### src/erg_pkg.sv
// Shared types and constants for the eased rectangle glide block.
// No dependencies; used by every module of the block.
`timescale 1ns / 1ps

package erg_pkg;

    localparam int COORD_BITS = 16;
    localparam int FRAC_BITS  = 8;
    localparam int POS_BITS   = COORD_BITS + FRAC_BITS;
    localparam int DIFF_BITS  = POS_BITS + 1;
    localparam int CFG_BITS   = 20;
    localparam int E_BITS     = 17;
    localparam int Q_BITS     = 16;
    localparam int TIME_BITS  = 32;
    localparam int CTX_BITS   = 8;
    localparam int NUM_COORDS = 4;
    localparam int IDX_BITS   = 2;
    localparam int CNT_BITS   = 4;
    localparam int ADDR_BITS  = 3;
    localparam int DATA_BITS  = 32;

    localparam logic [E_BITS-1:0]   E_ONE                = 17'h10000;
    localparam logic [CFG_BITS-1:0] GLIDE_DURATION_RESET = 20'd170000;
    localparam logic [CFG_BITS-1:0] SNAP_GAP_RESET       = 20'd120000;

    typedef enum logic {
        REG_GLIDE_DURATION = 1'b0,
        REG_SNAP_GAP       = 1'b1
    } reg_index_t;

    typedef struct packed {
        logic [CTX_BITS-1:0]          context_id;
        logic signed [COORD_BITS-1:0] target_x;
        logic signed [COORD_BITS-1:0] target_y;
        logic signed [COORD_BITS-1:0] target_w;
        logic signed [COORD_BITS-1:0] target_h;
        logic [TIME_BITS-1:0]         time_us;
        logic                         tab_sliding;
    } frame_t;

    typedef struct packed {
        logic signed [COORD_BITS-1:0] draw_x;
        logic signed [COORD_BITS-1:0] draw_y;
        logic signed [COORD_BITS-1:0] draw_w;
        logic signed [COORD_BITS-1:0] draw_h;
    } draw_t;

    typedef struct packed {
        logic                capture;
        logic                eval;
        logic                check;
        logic                div_step;
        logic                mul_t2;
        logic                mul_t3;
        logic                pos_step;
        logic                load_out;
        logic [IDX_BITS-1:0] pos_idx;
    } cmd_t;

    typedef struct packed {
        logic snap;
        logic ease_one;
    } sts_t;

endpackage

### src/erg_ctrl.sv
// Sequencer for the eased rectangle glide block: steps one request through
// evaluate, divide, ease and position phases. Depends on erg_pkg.
`timescale 1ns / 1ps

module erg_ctrl
(
    input  logic            clk,
    input  logic            rst_n,
    input  logic            frame_valid,
    output logic            frame_ready,
    output logic            draw_valid,
    input  logic            draw_ready,
    input  erg_pkg::sts_t   sts,
    output erg_pkg::cmd_t   cmd
);

    typedef enum logic [2:0] {
        S_IDLE,
        S_EVAL,
        S_CHECK,
        S_DIV,
        S_T2,
        S_T3,
        S_POS,
        S_OUT
    } state_t;

    state_t                          state_reg;
    logic [erg_pkg::CNT_BITS-1:0]    cnt_reg;
    logic                            out_valid_reg;
    logic                            load_w;

    assign frame_ready = (state_reg == S_IDLE);
    assign draw_valid  = out_valid_reg;
    assign load_w      = (state_reg == S_OUT) && (!out_valid_reg || draw_ready);

    always_comb
    begin
        cmd          = '0;
        cmd.capture  = (state_reg == S_IDLE) && frame_valid;
        cmd.eval     = (state_reg == S_EVAL);
        cmd.check    = (state_reg == S_CHECK);
        cmd.div_step = (state_reg == S_DIV);
        cmd.mul_t2   = (state_reg == S_T2);
        cmd.mul_t3   = (state_reg == S_T3);
        cmd.pos_step = (state_reg == S_POS);
        cmd.load_out = load_w;
        cmd.pos_idx  = cnt_reg[erg_pkg::IDX_BITS-1:0];
    end

    always_ff @(posedge clk or negedge rst_n)
    begin
        if (!rst_n)
        begin
            state_reg     <= S_IDLE;
            cnt_reg       <= '0;
            out_valid_reg <= 1'b0;
        end
        else
        begin
            if (load_w)
            begin
                out_valid_reg <= 1'b1;
            end
            else if (draw_ready)
            begin
                out_valid_reg <= 1'b0;
            end

            case (state_reg)
                S_IDLE:
                begin
                    if (frame_valid)
                    begin
                        state_reg <= S_EVAL;
                    end
                end
                S_EVAL:
                begin
                    state_reg <= sts.snap ? S_OUT : S_CHECK;
                end
                S_CHECK:
                begin
                    cnt_reg   <= '0;
                    state_reg <= sts.ease_one ? S_POS : S_DIV;
                end
                S_DIV:
                begin
                    cnt_reg <= cnt_reg + 1'b1;
                    if (&cnt_reg)
                    begin
                        state_reg <= S_T2;
                    end
                end
                S_T2:
                begin
                    state_reg <= S_T3;
                end
                S_T3:
                begin
                    cnt_reg   <= '0;
                    state_reg <= S_POS;
                end
                S_POS:
                begin
                    cnt_reg <= cnt_reg + 1'b1;
                    if (&cnt_reg[erg_pkg::IDX_BITS-1:0])
                    begin
                        state_reg <= S_OUT;
                    end
                end
                S_OUT:
                begin
                    if (load_w)
                    begin
                        state_reg <= S_IDLE;
                    end
                end
                default:
                begin
                    state_reg <= S_IDLE;
                end
            endcase
        end
    end

endmodule

### src/erg_dp.sv
// Datapath for the eased rectangle glide block: glide state, restoring
// divider, shared multiplier and output register. Depends on erg_pkg.
`timescale 1ns / 1ps

module erg_dp
(
    input  logic                           clk,
    input  logic                           rst_n,
    input  erg_pkg::frame_t                frame,
    input  erg_pkg::cmd_t                  cmd,
    input  logic [erg_pkg::CFG_BITS-1:0]   glide_duration,
    input  logic [erg_pkg::CFG_BITS-1:0]   snap_gap,
    output erg_pkg::sts_t                  sts,
    output erg_pkg::draw_t                 draw
);

    localparam int PROD_BITS = erg_pkg::DIFF_BITS + erg_pkg::E_BITS + 1;
    localparam int SQ_BITS   = 2 * erg_pkg::E_BITS;
    localparam logic signed [erg_pkg::DIFF_BITS-1:0] ROUND_HALF =
        erg_pkg::DIFF_BITS'(1) << (erg_pkg::FRAC_BITS - 1);

    // Captured request
    logic [erg_pkg::CTX_BITS-1:0]          ctx_reg;
    logic signed [erg_pkg::COORD_BITS-1:0] tgt_reg [erg_pkg::NUM_COORDS];
    logic [erg_pkg::TIME_BITS-1:0]         now_reg;
    logic                                  sliding_reg;

    // Glide state
    logic [erg_pkg::CTX_BITS-1:0]          last_ctx_reg;
    logic                                  drawn_reg;
    logic [erg_pkg::TIME_BITS-1:0]         last_time_reg;
    logic                                  active_reg;
    logic [erg_pkg::TIME_BITS-1:0]         gst_reg;
    logic signed [erg_pkg::POS_BITS-1:0]   start_reg [erg_pkg::NUM_COORDS];
    logic signed [erg_pkg::COORD_BITS-1:0] goal_reg  [erg_pkg::NUM_COORDS];
    logic signed [erg_pkg::POS_BITS-1:0]   cur_reg   [erg_pkg::NUM_COORDS];

    // Ease arithmetic
    logic [erg_pkg::CFG_BITS-1:0]          rem_reg;
    logic [erg_pkg::Q_BITS-1:0]            q_reg;
    logic [erg_pkg::E_BITS-1:0]            t_reg;
    logic [erg_pkg::E_BITS-1:0]            t2_reg;
    logic [erg_pkg::E_BITS-1:0]            e_reg;
    erg_pkg::draw_t                        draw_reg;

    logic [erg_pkg::TIME_BITS-1:0]         gap_w;
    logic [erg_pkg::TIME_BITS-1:0]         el_w;
    logic                                  changed_w;
    logic [erg_pkg::CFG_BITS:0]            rem_sh_w;
    logic                                  div_ge_w;
    logic [erg_pkg::CFG_BITS:0]            rem_sub_w;
    logic [erg_pkg::E_BITS-1:0]            t_w;
    logic [SQ_BITS-1:0]                    sq_w;
    logic [SQ_BITS-1:0]                    cube_w;
    logic signed [erg_pkg::DIFF_BITS-1:0]  goal_fix_w;
    logic signed [erg_pkg::DIFF_BITS-1:0]  start_ext_w;
    logic signed [erg_pkg::DIFF_BITS-1:0]  diff_w;
    logic signed [PROD_BITS-1:0]           prod_w;
    logic signed [PROD_BITS-1:0]           step_w;
    logic [erg_pkg::POS_BITS-1:0]          pos_new_w;

    function automatic logic signed [erg_pkg::COORD_BITS-1:0] round_pos
    (
        input logic signed [erg_pkg::POS_BITS-1:0] pos
    );
        logic signed [erg_pkg::DIFF_BITS-1:0] sum;
        sum = erg_pkg::DIFF_BITS'(pos) + ROUND_HALF;
        return sum[erg_pkg::POS_BITS-1:erg_pkg::FRAC_BITS];
    endfunction

    always_comb
    begin
        gap_w     = now_reg - last_time_reg;
        el_w      = now_reg - gst_reg;
        changed_w = 1'b0;
        for (int i = 0; i < erg_pkg::NUM_COORDS; i++)
        begin
            if (tgt_reg[i] != goal_reg[i])
            begin
                changed_w = 1'b1;
            end
        end
        sts.snap = (ctx_reg != last_ctx_reg) || !drawn_reg ||
                   (gap_w > erg_pkg::TIME_BITS'(snap_gap)) || sliding_reg;
        sts.ease_one = !active_reg || (el_w >= erg_pkg::TIME_BITS'(glide_duration));

        rem_sh_w  = {rem_reg, 1'b0};
        div_ge_w  = rem_sh_w >= {1'b0, glide_duration};
        rem_sub_w = rem_sh_w - {1'b0, glide_duration};

        t_w    = erg_pkg::E_ONE - {1'b0, q_reg};
        sq_w   = t_w * t_w;
        cube_w = t2_reg * t_reg;

        goal_fix_w  = erg_pkg::DIFF_BITS'(goal_reg[cmd.pos_idx]) <<< erg_pkg::FRAC_BITS;
        start_ext_w = erg_pkg::DIFF_BITS'(start_reg[cmd.pos_idx]);
        diff_w      = goal_fix_w - start_ext_w;
        prod_w      = diff_w * $signed({1'b0, e_reg});
        step_w      = prod_w >>> erg_pkg::Q_BITS;
        pos_new_w   = start_reg[cmd.pos_idx] + step_w[erg_pkg::POS_BITS-1:0];
    end

    always_ff @(posedge clk or negedge rst_n)
    begin
        if (!rst_n)
        begin
            drawn_reg  <= 1'b0;
            active_reg <= 1'b0;
        end
        else if (cmd.eval)
        begin
            drawn_reg <= 1'b1;
            if (sts.snap)
            begin
                active_reg <= 1'b0;
            end
            else if (changed_w)
            begin
                active_reg <= 1'b1;
            end
        end
    end

    always_ff @(posedge clk)
    begin
        if (cmd.capture)
        begin
            ctx_reg     <= frame.context_id;
            tgt_reg[0]  <= frame.target_x;
            tgt_reg[1]  <= frame.target_y;
            tgt_reg[2]  <= frame.target_w;
            tgt_reg[3]  <= frame.target_h;
            now_reg     <= frame.time_us;
            sliding_reg <= frame.tab_sliding;
        end

        if (cmd.eval)
        begin
            last_ctx_reg  <= ctx_reg;
            last_time_reg <= now_reg;
            if (sts.snap)
            begin
                for (int i = 0; i < erg_pkg::NUM_COORDS; i++)
                begin
                    goal_reg[i]  <= tgt_reg[i];
                    start_reg[i] <= {tgt_reg[i], {erg_pkg::FRAC_BITS{1'b0}}};
                    cur_reg[i]   <= {tgt_reg[i], {erg_pkg::FRAC_BITS{1'b0}}};
                end
            end
            else if (changed_w)
            begin
                gst_reg <= now_reg;
                for (int i = 0; i < erg_pkg::NUM_COORDS; i++)
                begin
                    goal_reg[i]  <= tgt_reg[i];
                    start_reg[i] <= cur_reg[i];
                end
            end
        end

        if (cmd.check)
        begin
            e_reg   <= erg_pkg::E_ONE;
            rem_reg <= el_w[erg_pkg::CFG_BITS-1:0];
            q_reg   <= '0;
        end

        if (cmd.div_step)
        begin
            rem_reg <= div_ge_w ? rem_sub_w[erg_pkg::CFG_BITS-1:0]
                                : rem_sh_w[erg_pkg::CFG_BITS-1:0];
            q_reg   <= {q_reg[erg_pkg::Q_BITS-2:0], div_ge_w};
        end

        if (cmd.mul_t2)
        begin
            t_reg  <= t_w;
            t2_reg <= sq_w[erg_pkg::Q_BITS +: erg_pkg::E_BITS];
        end

        if (cmd.mul_t3)
        begin
            e_reg <= erg_pkg::E_ONE - cube_w[erg_pkg::Q_BITS +: erg_pkg::E_BITS];
        end

        if (cmd.pos_step)
        begin
            cur_reg[cmd.pos_idx] <= pos_new_w;
        end

        if (cmd.load_out)
        begin
            draw_reg.draw_x <= round_pos(cur_reg[0]);
            draw_reg.draw_y <= round_pos(cur_reg[1]);
            draw_reg.draw_w <= round_pos(cur_reg[2]);
            draw_reg.draw_h <= round_pos(cur_reg[3]);
        end
    end

    assign draw = draw_reg;

endmodule

### src/eased_rect_glide_top.sv
// Eased rectangle glide: each frame request returns the rectangle to draw,
// easing out along 1-(1-t)^3 toward a changed target over the configured
// duration and snapping on a new context, the first frame, a long frame gap
// or a tab slide. One request is worked at a time. A snapping request goes
// straight from evaluation to the output; a request with no glide in progress
// runs only the four coordinate updates; a request inside a glide first runs
// the 16-step restoring divider for the elapsed fraction and two cube
// multiplies, then four coordinate updates through one shared multiplier. The
// next request is taken in the cycle after the result is loaded.
// Built from erg_pkg, erg_ctrl and erg_dp; configuration through APB.
`timescale 1ns / 1ps

module eased_rect_glide_top
(
    input  logic                           clk,
    input  logic                           rst_n,
    input  logic                           psel,
    input  logic                           penable,
    input  logic                           pwrite,
    input  logic [erg_pkg::ADDR_BITS-1:0]  paddr,
    input  logic [erg_pkg::DATA_BITS-1:0]  pwdata,
    output logic [erg_pkg::DATA_BITS-1:0]  prdata,
    output logic                           pready,
    input  logic                           frame_valid,
    output logic                           frame_ready,
    input  erg_pkg::frame_t                frame,
    output logic                           draw_valid,
    input  logic                           draw_ready,
    output erg_pkg::draw_t                 draw
);

    logic [erg_pkg::CFG_BITS-1:0] glide_duration_reg;
    logic [erg_pkg::CFG_BITS-1:0] snap_gap_reg;
    erg_pkg::reg_index_t          reg_sel;
    logic                         wr_en;
    erg_pkg::cmd_t                cmd;
    erg_pkg::sts_t                sts;

    assign pready  = 1'b1;
    assign reg_sel = erg_pkg::reg_index_t'(paddr[2]);
    assign wr_en   = psel && penable && pwrite && pready;

    always_comb
    begin
        case (reg_sel)
            erg_pkg::REG_GLIDE_DURATION:
                prdata = erg_pkg::DATA_BITS'(glide_duration_reg);
            erg_pkg::REG_SNAP_GAP:
                prdata = erg_pkg::DATA_BITS'(snap_gap_reg);
            default:
                prdata = '0;
        endcase
    end

    always_ff @(posedge clk or negedge rst_n)
    begin
        if (!rst_n)
        begin
            glide_duration_reg <= erg_pkg::GLIDE_DURATION_RESET;
            snap_gap_reg       <= erg_pkg::SNAP_GAP_RESET;
        end
        else if (wr_en)
        begin
            case (reg_sel)
                erg_pkg::REG_GLIDE_DURATION:
                    glide_duration_reg <= pwdata[erg_pkg::CFG_BITS-1:0];
                erg_pkg::REG_SNAP_GAP:
                    snap_gap_reg <= pwdata[erg_pkg::CFG_BITS-1:0];
                default:
                    snap_gap_reg <= snap_gap_reg;
            endcase
        end
    end

    erg_ctrl u_ctrl
    (
        .clk         (clk),
        .rst_n       (rst_n),
        .frame_valid (frame_valid),
        .frame_ready (frame_ready),
        .draw_valid  (draw_valid),
        .draw_ready  (draw_ready),
        .sts         (sts),
        .cmd         (cmd)
    );

    erg_dp u_dp
    (
        .clk            (clk),
        .rst_n          (rst_n),
        .frame          (frame),
        .cmd            (cmd),
        .glide_duration (glide_duration_reg),
        .snap_gap       (snap_gap_reg),
        .sts            (sts),
        .draw           (draw)
    );

endmodule

### config.mk
export PLATFORM = sky130hd
export DESIGN_NAME = eased_rect_glide_top
export DESIGN_NICKNAME = d
export VERILOG_FILES = /design/src/erg_pkg.sv /design/src/erg_ctrl.sv /design/src/erg_dp.sv /design/src/eased_rect_glide_top.sv
export SDC_FILE = /design/constraint.sdc
export NUM_CORES = 2
export LEC_CHECK = 0
export ABC_AREA = 1
export ABC_CLOCK_PERIOD_IN_PS = 28600
export BUFFER_PORTS_ARGS = -buffer_cell sky130_fd_sc_hd__clkbuf_2
export CORE_MARGIN = 4
export CORE_UTILIZATION = 45
export CTS_CLUSTER_SIZE = 10
export DETAILED_ROUTE_END_ITERATION = 7
export RECOVER_POWER = 100
export SETUP_SLACK_MARGIN = 0.02
export SLEW_MARGIN = 20
export SYNTH_ARGS = -nofsm -noshare
export SYNTH_HDL_FRONTEND = slang
export SYNTH_HIERARCHICAL = 1
export SYNTH_SLANG_ARGS = --single-unit
export TNS_END_PERCENT = 30
### constraint.sdc
create_clock -name clk -period 28.6 [get_ports clk]
set_input_delay 5.72 -clock clk [delete_from_list [all_inputs] [get_ports clk]]
set_output_delay 5.72 -clock clk [all_outputs]
set_load 0.01 [all_outputs]
* Word-level counts from Yosys, hierarchy flattened
Memories as Yosys holds them, arrays and structs flattened.
Cells that the tools add are included.
** Cells by class
- Reduce and logical (&&, ||, !) cells :: 28
- Add/subtract/negate cells :: 12
- Muxes and demuxes :: 46
- Equal/unequal tests :: 16
- Bitwise logic cells :: 10
- Order comparisons :: 3
- Multipliers :: 3
** Operators with widths (count)
- two-way mux 24 bit :: 5
- adder 24 x 9 -> 24 bit, second input constant :: 4
- two-way mux 16 bit :: 6
- multiplier 17 x 17 -> 33 bit :: 2
- inequality test 16 bit :: 4
- one-hot mux 32 bit (2 select lines) :: 1
- subtractor 32 bit :: 2
- two-way mux 20 bit :: 3
- multiplier 25 x 18 -> 40 bit :: 1
- two-way mux 17 bit :: 2
- greater-or-equal comparator 32 x 20 -> 1 bit :: 1
- > comparator 32 x 20 -> 1 bit :: 1
- subtractor 24 x 24 -> 25 bit :: 1
- adder 24 bit :: 1
- one-hot mux 3 bit (8 select lines) :: 1
- OR reduction 24 bit :: 1
- greater-or-equal comparator 21 x 20 -> 1 bit :: 1
- two-way mux 1 bit :: 20
- subtractor 20 bit :: 1
- two-way mux 3 bit :: 6
- subtractor 17 x 16 -> 17 bit, first input constant :: 1
- subtractor 17 bit, first input constant :: 1
- == test 3 bit, second input constant :: 4
- nonzero test 2 bit :: 5
- other kinds (18) :: 43
** Word-level totals
- Memories kept :: 4
- Flip-flop bits (word level) :: 314
- Bits of input ports :: 147
- Bits in writable memories :: 320
** Memories
- u_dp.cur_reg :: depth 4, width 24, read ports 4, clocked after Yosys merged registers in 0, write ports 4, RTL line erg_dp.sv:36 : logic signed [erg_pkg::POS_BITS-1:0] cur_reg [erg_pkg::NUM_COORDS];
- u_dp.start_reg :: depth 4, width 24, read ports 1, clocked after Yosys merged registers in 0, write ports 4, RTL line erg_dp.sv:34 : logic signed [erg_pkg::POS_BITS-1:0] start_reg [erg_pkg::NUM_COORDS];
- u_dp.goal_reg :: depth 4, width 16, read ports 5, clocked after Yosys merged registers in 0, write ports 4, RTL line erg_dp.sv:35 : logic signed [erg_pkg::COORD_BITS-1:0] goal_reg [erg_pkg::NUM_COORDS];
- u_dp.tgt_reg :: depth 4, width 16, read ports 4, clocked after Yosys merged registers in 0, write ports 4, RTL line erg_dp.sv:24 : logic signed [erg_pkg::COORD_BITS-1:0] tgt_reg [erg_pkg::NUM_COORDS];

* Logic depth before layout (Yosys ltp)
An unclocked memory read counts as a cell.
- Word-level depth :: 11
- Gate-level depth with buffers :: 61

* Modules after synthesis
The synthesis kept the hierarchy.
** By module, submodules not included
- erg_dp :: seq. area each 17586.9 µm², cells an instance 7373, area each 64062.7 µm², instances 1
- eased_rect_glide_top :: seq. area each 1016.0 µm², cells an instance 258, area each 1969.4 µm², instances 1
- erg_ctrl :: seq. area each 200.2 µm², cells an instance 93, area each 643.1 µm², instances 1

* Least setup slack after synthesis
No wires, ideal clock.
- Path type :: input to register
- From :: in frame_valid
- To :: reg u_dp/ctx_reg[0] (netlist name), enable pin
- Stages :: 2
- Data required time :: 27.903 ns
- Setup slack :: 15.042 ns
- Data arrival time :: 12.860 ns
- Buffers on the path :: 0
- Library setup time :: 0.697 ns
- Cells stage by stage :: inv_1 nor3_1
** RTL lines
- start, declared :: RTL line eased_rect_glide_top.sv:24 : input logic frame_valid,
- end signal, assigned :: RTL line erg_dp.sv:128 : ctx_reg <= frame.context_id;
- end, declared :: RTL line erg_dp.sv:23 : logic [erg_pkg::CTX_BITS-1:0] ctx_reg;

==> summary.md <==
The run finished, with violations left. The final reports fail on capacitance limit, slew limit. The number of flops mapped to enable cells by yosys was 584.

TritonCTS built the clock tree. In this run the standard cell core region covers 146000 um2. For this run, asynchronously set or reset flops after synthesis account for 7.89%.

Buffers added to address setup during post-CTS repair amount to 0. The type of the worst setup path was register to register. 0 antenna diodes ended up in the layout. The first-pass iteration count of the detailed router came out at 6.

The hold buffer count at CTS came out at 0. The share of the clock period used by the worst path after layout was 51.3%. For the final database, setup skew stands at 0.0611 ns.

The worst endpoint data arrival time is 15.08 ns. Global routing used 25.1% of the available tracks across all layers. During synthesis, Yosys emitted a total of 6 warnings. The number of different library cells used by synthesis comes to 66. A synthesized cell averages 8.63 um2.

CTS saw 634 sinks. The worst setup path is captured at a register. The run gives 301000 um as the wire length of the first global-routing pass.

In this run the cell area of the synthesized design comes to 66700 um2. In this run the core area contains 140 standard-cell rows. The sequential cell area fraction in the yosys report was 28.2%; the H-tree depth was 3. The routed wirelength normalized by instance count is 19.5 um. The final design instance area without fill was 71600 um2; the number of resized instances in the post-cts repair step was 0.

The post-synthesis to final-layout area growth is 7.43%. For this run, the slowest stage of the critical path takes 1.38 ns. Input and output buffers added on the ports amount to 218.

The buffer and inverter count on the worst path was 11; the total congestion overflow was 0. In the synthesized netlist the dominant register cell turns out to be edfxtp_1. Summing all placed instances gives a cell area of 69500 um2.

The TritonCTS buffer count is 78, and the share of layout cells above drive strength 1 is 4.01%. The synthesized design devotes to its leading area cell type 26.3% of total area. The post-synthesis cell type with the largest combined area is edfxtp_1. The slowest stage of the critical path is the clkbuf_1 cell. The largest fanout of any net on the critical path came out at 31. The die is 393 um wide. The final weighted congestion of routability-driven global placement came out at 0.934. The floorplan step defined a die boundary enclosing 154000 um2. The count of nets left with antenna violations once routing finished came out at 0.

Counting flops and latches in the post-synthesis netlist gives 634. For this configuration, the core starts out at a cell density of 45.5%. 246 I/O pins were placed. By area the synthesized netlist is led by edfxtp_1 26%, fa_1 24%, nand2_1 9.5%, inv_1 9.3%, ha_1 8.7%. Count of mapped cells out of synthesis: 7724. The via count of the first global-routing pass was 53436; the half-perimeter wire length after detailed placement was 150000 um. The layout net count is 9255, and the transition time of the tightest slew-check pin is 3.75 ns. The max-slew violation total from the final report is 822. Counting along the longest clock path gives a buffer depth of 3.

The average vias per placed instance is 5.28, and the clock latency reported for the late side of the worst-skew pair is 0.69 ns. The tree is rooted in a clkbuf_16. After routing, the total negative slack on setup checks comes to 0 ns. Maximum number of pins on one net before global-route repair: 68.

After synthesis, the most frequently instantiated cells are 1682 x nand2_1, 1658 x inv_1, 805 x fa_1. Counting I/O delays and the setup requirement, the final critical path takes 14.66 ns. On the final layout, the worst hold slack is 0.450 ns. Setup repair after global routing left no endpoint under its margin. STA classifies the critical path startpoint as a register. Relative max-transition margin: -150%.

In this run, the number of DRC markers left after iteration 0 of detailed routing was 4375. The vertical extent of the die works out to 393 um. After detailed routing, the number of remaining DRC violations is 0. Setup violations remaining at the end of the flow were counted as 0. The top cell family by delay on the critical path was adder cells. The tools report the total wirelength of the detailed-routed design as 191000 um. The initial antenna violation count is 2. The required time of the worst setup path is 29.02 ns, and the clock transition time at the flip-flop clock pins of the worst setup and hold paths is 0.06 ns. In this design, the critical path's most frequently occurring cell is inv_1. The class of the tightest hold or removal check was register to register. The tool flagged a number of max-cap violations equal to 18. Static timing analysis puts the maximum clock frequency at 0.0682 GHz. The leading cell type by number of instances after synthesis is nand2_1.

The worst register-to-register path has a setup slack of 13.94 ns. The detailed router placed 51723 vias in this run. The hold violation count in the final report was 0.
-- worst paths after layout --
check	endpoint	cells after the start	startpoint
setup / recovery	u_dp/cur_reg[3][23]	46	u_ctrl/cnt_reg[1]
hold / removal	u_dp/last_ctx_reg[1]	0	u_dp/ctx_reg[1]
setup reg to reg	u_dp/cur_reg[3][23]	46	u_ctrl/cnt_reg[1]
hold reg to reg	u_dp/last_ctx_reg[1]	0	u_dp/ctx_reg[1]
max in group asynchronous	u_ctrl/cnt_reg[0]	2	rst_n
min in group asynchronous	u_ctrl/cnt_reg[3]	2	rst_n
-- cell type report --
| cell class | instances | area [um2] |
|---|---|---|
| inverters | 1683 | 6320 |
| well taps | 1917 | 2400 |
| repair buffers | 263 | 1230 |
| multi-input cells | 5177 | 40500 |
| clock inverters | 20 | 304 |
| flip-flops and latches | 634 | 18800 |
| clock buffers | 101 | 2100 |
| fillers | 14106 | 74800 |
-- worst reg2reg max path, delay by kind of cell (launching register included) --
| family | cells | cell delay, ns |
|---|---|---|
| adder cells (fa/ha/maj) | 9 | 4.03 |
| buffers and inverters | 11 | 3.72 |
| AND/OR/NAND/NOR | 15 | 2.90 |
| AO/OA/AOI/OAI | 9 | 2.15 |
| XOR/XNOR | 2 | 1.27 |
| flip-flops | 1 | 0.32 |
-- layer usage --
metal / global-route usage [%] / vias to the layer above / share of wire, %
met5: 0 / - / 0
met4: 7.05 / 0 / 2.8
met3: 4.04 / 286 / 7.8
met2: 40.3 / 1893 / 46
met1: 35.4 / 25350 / 44
li1: - / 24194 / -
-- per-stage QoR --
step,cells,util (%),setup WS [ns]
floorplan,7744,-,15.04
global placement,9673,47.5,15.56
detailed placement,9673,47.5,15.55
CTS,9794,49.1,15.54
global route,9795,48.9,13.06
finish,9795,48.9,13.94
-- cells in the final DEF (no fill, tap or decap), types with 12 or more instances in the layout --
cell type and n:
a21oi_1 281, nor3_1 48, clkinv_1 18, buf_4 22, clkbuf_1 147, clkbuf_16 80
nor2_2 13, o21a_1 12, nor2_1 668, inv_1 1658, ha_1 466, edfxtp_1 584
fa_1 805, a22oi_1 51, dfrtp_1 38, nor4_1 22, conb_1 24, xor2_1 169
o21ai_0 221, o21bai_1 19, nand2_1 1684, o211ai_1 15, xnor2_1 97, nand3_1 267
a21o_1 24, nand4_1 144, clkbuf_2 112, or2_2 17
-- kinds of logic (layout without fill, tap and decap cells) --
| kind of cell | after synthesis | in the layout | share of synthesized area [%] |
|---|---|---|---|
| and+or+nand+nor | 2923 | 2923 | 18.2 |
| buffers and inverters | 1933 | 2067 | 11.2 |
| adders and majority gates | 1271 | 1271 | 32.9 |
| AOI/OAI and AO/OA | 688 | 688 | 5.90 |
| DFF | 634 | 634 | 28.2 |
| xor gates and xnor gates | 271 | 271 | 3.62 |
| other | 4 | 24 | 0.0225 |
Power is left out: the tool's default activity adds up to more than one toggle a clock period on the data nets, which glitch-free logic cannot reach.
